==> src/rtl/ppc_pkg.sv <==
// ============================================================================
// Polygon point containment package
// Shared item, command and result types, plus fixed constants.
// ============================================================================
package ppc_pkg;

    // Width of one coordinate on the ports.
    localparam int COORD_W = 16;

    // Width of the vertex total reported in each result.
    localparam int TOTAL_W = 5;

    // Vertex count of a single triangle.
    localparam int TRI_VERTS = 3;

    // Command codes passed from the front end to the engine.
    localparam int CMD_W = 2;
    localparam logic [CMD_W-1:0] CMD_APPEND  = 2'd0;
    localparam logic [CMD_W-1:0] CMD_RESTART = 2'd1;
    localparam logic [CMD_W-1:0] CMD_QUERY   = 2'd2;

    // Input item as seen on the push side.
    typedef struct packed {
        logic                      mode;
        logic                      restart;
        logic signed [COORD_W-1:0] coord_x;
        logic signed [COORD_W-1:0] coord_y;
    } in_item_t;

    // Result item as seen on the pop side.
    typedef struct packed {
        logic               inside_res;
        logic               polygon_valid;
        logic               dropped;
        logic [TOTAL_W-1:0] vertex_total;
    } out_item_t;

    // Classified command held in the queue between front end and engine.
    typedef struct packed {
        logic [CMD_W-1:0]          kind;
        logic signed [COORD_W-1:0] x;
        logic signed [COORD_W-1:0] y;
    } cmd_t;

endpackage

==> src/rtl/ppc_queue.sv <==
// ============================================================================
// Polygon point containment command queue
// Two-entry queue that decouples the front end from the engine.
// ============================================================================
module ppc_queue (
    input  logic          clk,
    input  logic          rst_n,
    input  logic          wr_en,
    input  ppc_pkg::cmd_t wr_data,
    output logic          full,
    input  logic          rd_en,
    output logic          rd_valid,
    output ppc_pkg::cmd_t rd_data
);

    ppc_pkg::cmd_t slot_reg [2];
    logic          wr_ptr_reg;
    logic          wr_ptr_next;
    logic          rd_ptr_reg;
    logic          rd_ptr_next;
    logic [1:0]    fill_reg;
    logic [1:0]    fill_next;
    logic          do_wr;
    logic          do_rd;

    // Status and head of the queue.
    assign full     = (fill_reg == 2'd2);
    assign rd_valid = (fill_reg != 2'd0);
    assign rd_data  = slot_reg[rd_ptr_reg];
    assign do_wr    = wr_en && !full;
    assign do_rd    = rd_en && rd_valid;

    // Pointer and fill count updates.
    always_comb
    begin
        wr_ptr_next = wr_ptr_reg ^ do_wr;
        rd_ptr_next = rd_ptr_reg ^ do_rd;
        fill_next   = fill_reg + {1'b0, do_wr} - {1'b0, do_rd};
    end

    always_ff @(posedge clk or negedge rst_n)
    begin
        if (!rst_n)
        begin
            wr_ptr_reg <= 1'b0;
            rd_ptr_reg <= 1'b0;
            fill_reg   <= 2'd0;
        end
        else
        begin
            wr_ptr_reg <= wr_ptr_next;
            rd_ptr_reg <= rd_ptr_next;
            fill_reg   <= fill_next;
        end
    end

    // Entry storage carries no reset.
    always_ff @(posedge clk)
    begin
        if (do_wr)
        begin
            slot_reg[wr_ptr_reg] <= wr_data;
        end
    end

endmodule

==> config.mk <==
export PLATFORM = sky130hd
export DESIGN_NAME = ppc_queue
export DESIGN_NICKNAME = d
export VERILOG_FILES = /design/src/rtl/ppc_pkg.sv /design/src/rtl/ppc_queue.sv
export SDC_FILE = /design/constraint.sdc
export NUM_CORES = 1
export LEC_CHECK = 0
export BUFFER_PORTS_ARGS = -buffer_cell sky130_fd_sc_hd__buf_4
export CAP_MARGIN = 20
export CORE_MARGIN = 4
export CORE_UTILIZATION = 25
export DETAILED_ROUTE_END_ITERATION = 12
export GPL_TIMING_DRIVEN = 0
export MAX_ROUTING_LAYER = met4
export PLACE_DENSITY = 0.42
export SLEW_MARGIN = 20
export SYNTH_ARGS = -nofsm -noshare
export SYNTH_HDL_FRONTEND = slang
export SYNTH_SLANG_ARGS = --single-unit
export TNS_END_PERCENT = 10
==> constraint.sdc <==
create_clock -name clk -period 2.1 [get_ports clk]
set_input_delay 0.42 -clock clk [delete_from_list [all_inputs] [get_ports clk]]
set_output_delay 0.42 -clock clk [all_outputs]
set_load 0.05 [all_outputs]
# Word-level counts from Yosys, hierarchy flattened
# Memory sizes are Yosys's and may differ from the RTL's.
# Cells that the tools add are included.
[op_classes]
add_sub_neg = 2
eq_ne = 1
muxes = 2
bitwise_logic = 2
reduce_logical = 4
[op_table]
columns = ["op", "n"]
rows = [
  ["2-bit by 1-bit adder with 2-bit output", 1],
  ["2-bit equality test, second input constant", 1],
  ["1-bit logical AND", 2],
  ["1-bit 2-to-1 mux", 2],
  ["2-bit nonzero test", 1],
  ["2-bit by 1-bit subtractor with 2-bit output", 1],
  ["1-bit XOR", 2],
  ["1-bit zero test", 1],
]
[word_totals]
ff_bits = 4
ram_bits = 68
output_inout_bits = 36
memories = 1
[memory_table]
columns = ["memory", "depth", "width", "rd", "rd_clocked_by_memory_dff", "wr", "line", "rtl"]
rows = [
  ["slot_reg", 2, 34, 1, 0, 1, "ppc_queue.sv:16", "ppc_pkg::cmd_t slot_reg [2];"],
]

# Logic depth before layout (Yosys ltp)
[depth]
word_depth = 5
ltp_mapped = 7
mapped_depth_nobuf = 7

# Worst setup path after synthesis
# No wires, ideal clock.
[synth_timing]
kind = "reg2reg"
startpoint = "reg fill_reg[1]"
endpoint = "mem slot_reg[1][0] (netlist bit), enable pin"
setup_ns = 0.394
arrival_time_ns = 1.520
required_ns = 1.706
path_slack_ns = 0.186
path_stages_with_launch = 4
period_less_slack_ns = 1.914
path_cell_list = "dfrtp_1 nand2b_1 and2_1 ha_1"
[synth_between]
elab_chain_cells = 5
[synth_rtl]
columns = ["element", "line", "rtl"]
rows = [
  ["start, declared", "ppc_queue.sv:21", "logic [1:0] fill_reg;"],
  ["start signal, assigned", "ppc_queue.sv:53", "fill_reg <= fill_next;"],
  ["2-bit equality test", "ppc_queue.sv:27", "assign full = (fill_reg == 2'd2);"],
  ["1-bit zero test", "ppc_queue.sv:30", "assign do_wr = wr_en && !full;"],
  ["1-bit logical AND", "ppc_queue.sv:30", ""],
  ["1-bit 2-to-1 mux", "ppc_queue.sv:60", "if (do_wr)"],
  ["1-bit 2-to-1 mux (implied by the code)", "ppc_queue.sv:62", "slot_reg[wr_ptr_reg] <= wr_data;"],
  ["end, declared", "ppc_queue.sv:16", ""],
]
# Every way passes these cells.

==> results.md <==
- The total DRC errors in the routed layout is 0.
- Leaving out fill and tap cells, the most frequent cell in the layout is sky130_fd_sc_hd__buf_4.
- The fraction of final layout cells sized beyond drive strength 1 is 60.6%.
- The number of antenna violations at the first check in global routing came to 0.
- Of all cell types, the one taking the most synthesized area is sky130_fd_sc_hd__edfxtp_1.
- The count of nets left with antenna violations once routing finished came out at 0.
- Once the clock tree was built, the resizer swapped 0 gates to a different size.
- Setup violations remaining at the end of the flow were counted as 0.
- From synthesis to final layout, the design area changed by 39.1%.
- The slew of the pin with the lowest slew margin is 494 ps.
- The H-tree depth reported by CTS is 3.
- The average detailed-routed wire length per instance is 14.4 µm.
- The flow ran to the end, and the final reports show no timing, DRC or antenna violations.
- The number of different library cells used by synthesis comes to 15.
- The max capacitance violation total is 0.
- The final critical delay including setup and external delays is 1920 ps.
- The clock edge transition at the registers on the reported setup and hold paths is 60 ps.
- The count of endpoints failing hold in the final timing report is 0.
- The compound-gate portion of the synthesized area is 0.266%.
- The mean area per synthesized cell is 22.4 µm².
- The startpoint of the worst setup timing path is rd_ptr_reg$_DFF_PN0_.
- The total overflow left after global routing is 0.
- The worst reg2reg path startpoint is fill_reg[0]$_DFF_PN0_.
- The number of sinks driven by the clock tree is 72.
- The placer congestion estimate is 0.639.
- By area the synthesized netlist is led by sky130_fd_sc_hd__edfxtp_1 72%, sky130_fd_sc_hd__mux2_4 15%, sky130_fd_sc_hd__dfrtp_1 3.5%.
- The synthesized netlist devotes 0.930% of its cell area to XOR and XNOR gates.
- The reg-to-reg setup timing slack is 340 ps.
- Global routing consumed, over all layers together, 8.78% of the routing resources.
- In this run, synthesis produced a sequential element count of 72.
- The number of warning messages in the yosys log is 0.
- At the later pin of the worst-skew pair, clock insertion delay measures 320 ps.
- The critical path class is flip-flop to output pin.
- The first-pass detailed-route iteration total is 3.
- The worst setup path is captured at an output pin.
- When the netlist entered floorplanning its net count stood at 168.
- The total power draw is 6.64 mW.
- The total I/O pin count is 74.
- Dividing the detail-routed via count by the number of cells gives 3.92.
- In this run the deepest clock path goes through 2 buffers.
- The kind of start point of the critical path is a flip-flop.
- The floorplan step defined a die boundary enclosing 13100 µm².
- The adder-cell share of the synthesized area is 1.77%.
- The headroom to the max-slew limit is 67.1%.
- The cell area that synthesis handed to floorplanning was 2830 µm².
- The via count of the first global-routing pass was 1563.
- For the worst setup path, the data arrival time is 1500 ps.
- The detailed-route via count is 1402.
- The class of the worst hold path is input pin to flip-flop.
- The main combinational cell family by area after synthesis is multiplexers.
- Buffers inserted to repair hold after CTS numbered 1.
- The final layout contains 255 nets.
- The number of buffers inserted to repair setup after CTS is 0.
- After Yosys synthesis, and, or, nand and nor cells account for 0.797% of the synthesized area.
- In this run the biggest area consumer among cell types represents 72.2% of the synthesized area.
- The path with the worst hold slack has its endpoint at slot_reg[0][7]$_DFFE_PP_.
- TritonCTS built the clock tree.
- The first routing iteration left 16 violations.
- The floorplan has 38 rows.
- Once the floorplan was initialized, standard cells occupied 25.8% of the core.
- The half-perimeter wire length of the detailed placement result is 3.53 mm.
- The worst-case IR drop observed on VDD is 0.698 mV.
- The register with the most flip-flops in the layout has 68 of them.
- Summed over all cells, the static leakage comes to 1.57 nW.
- The critical path data required time is 1680 ps.
- In this run the horizontal extent of the chip is 114 µm.
- The final clock skew is 6.09 ps.
- Entering global routing, the biggest net connects 25 pins.
- For this design the ratio of total power to cell area is 1690 nW/µm².
- The depth of the worst hold-timing path is 1.
- The count of input and output buffers is 73.
- The final wirelength is 5.17 mm.
- The area of the core region is 10900 µm².
- The antenna diode instance count is 0.
- The fill cell instance count of the final layout is 1048.
- The startpoint of the lowest-slack hold path is wr_data[7].
- The first-pass GRT wire length is 8.11 mm.
- The root buffer selected by CTS is sky130_fd_sc_hd__clkbuf_16.
- Counting the buffers created by CTS gives 9.
- The count of cells in the finished layout, fillers not included, comes to 358.
- Timing would allow up to 0.521 GHz.
- The maximum fanout count along the critical path is 10.
- The die extent in y is 114 µm.
- The length in cells of the worst reg-to-reg path is 4.
- In the layout the commonest cells are 73 x sky130_fd_sc_hd__buf_4, 68 x sky130_fd_sc_hd__edfxtp_1, 29 x sky130_fd_sc_hd__mux2_4.
- Setup repair after global routing left no endpoint under its margin.
- The max-slew violation count is 0.
- After layout, the worst path uses 91.4% of the clock period.
- The sequential-to-total area share from yosys stat is 75.8%.
- In this run the critical register-to-register path is captured at slot_reg[0][13]$_DFFE_PP_.
- The number of placed cells counting well taps is 341.
- The multiplexer area fraction after synthesis is 17.4%.
- The count of mapped cells out of synthesis is 126.
-- stage by stage --
step | worst slack [ps] | hold WS (ps) | setup TNS [ps] | utilization [%] | instance area (µm²)
after floorplan | 186 | 124 | 0 | - | 2830
after global placement | -538 | 224 | -36080 | 32.5 | 3550
after detailed placement | 314 | 222 | 0 | 32.9 | 3600
after CTS | 151 | 262 | 0 | 36.0 | 3930
after global routing | 133 | 260 | 0 | 36.0 | 3930
final | 180 | 281 | 0 | 36.0 | 3930
-- power breakdown --
part | internal (mW) | total (mW) | switching [mW]
Sequential | 1.97 | 2.06 | 0.0867
Combinational | 1.17 | 2.99 | 1.82
Clock | 1.04 | 1.60 | 0.559
-- worst max-delay path, stage by stage, from the launching register on --
cell                      delay, ps
sky130_fd_sc_hd__dfrtp_1        370
sky130_fd_sc_hd__buf_6          150
sky130_fd_sc_hd__buf_12         160
sky130_fd_sc_hd__mux2_4         300
sky130_fd_sc_hd__buf_4          190
-- how the worst max path moves through the flow --
stage                                     end  cells after the start
global placement    slot_reg[1][15]$_DFFE_PP_                      3
finish                            rd_data[18]                      4
global route                      rd_data[18]                      4
detailed placement  slot_reg[0][16]$_DFFE_PP_                      4
CTS                               rd_data[18]                      4
floorplan            slot_reg[1][0]$_DFFE_PP_                      3
-- cells in the mapped netlist (all sizes together) --
cell type  instances
nand2              1
xor2               1
or2                1
ha                 4
o21a               1
edfxtp            68
inv                4
dfrtp              4
nand2b             1
buf                4
and2               1
xnor2              2
mux2              34
-- final cells by class --
class | count | area, µm² | share of cell area, %
Buffer | 4 | 71.3 | 1.81
Clock buffer | 9 | 225 | 5.73
Clock inverter | 7 | 95.1 | 2.42
Inverter | 4 | 15.0 | 0.382
Multi-Input combinational cell | 46 | 603 | 15.3
Sequential cell | 72 | 2140 | 54.5
Tap cell | 140 | 175 | 4.45
Timing Repair Buffer | 76 | 606 | 15.4
-- cells by family (layout without fill, tap and decap cells) --
group	count (synthesis)	in the layout
flops	72	72
buf+inv	8	100
simple gates	4	4
compound gates	1	1
fa+ha+maj	4	4
xor+xnor	3	3
mux	34	34
-- metal layers --
layer | GRT usage (%) | vias to the layer above | part of all wire, %
met4 | 5.23 | 0 | 2.0
met5 | - | - | 0
met1 | 9.06 | 687 | 40
li1 | - | 661 | -
met3 | 2.75 | 7 | 5.5
met2 | 14.7 | 47 | 53
Power figures use the tool's default switching activity.
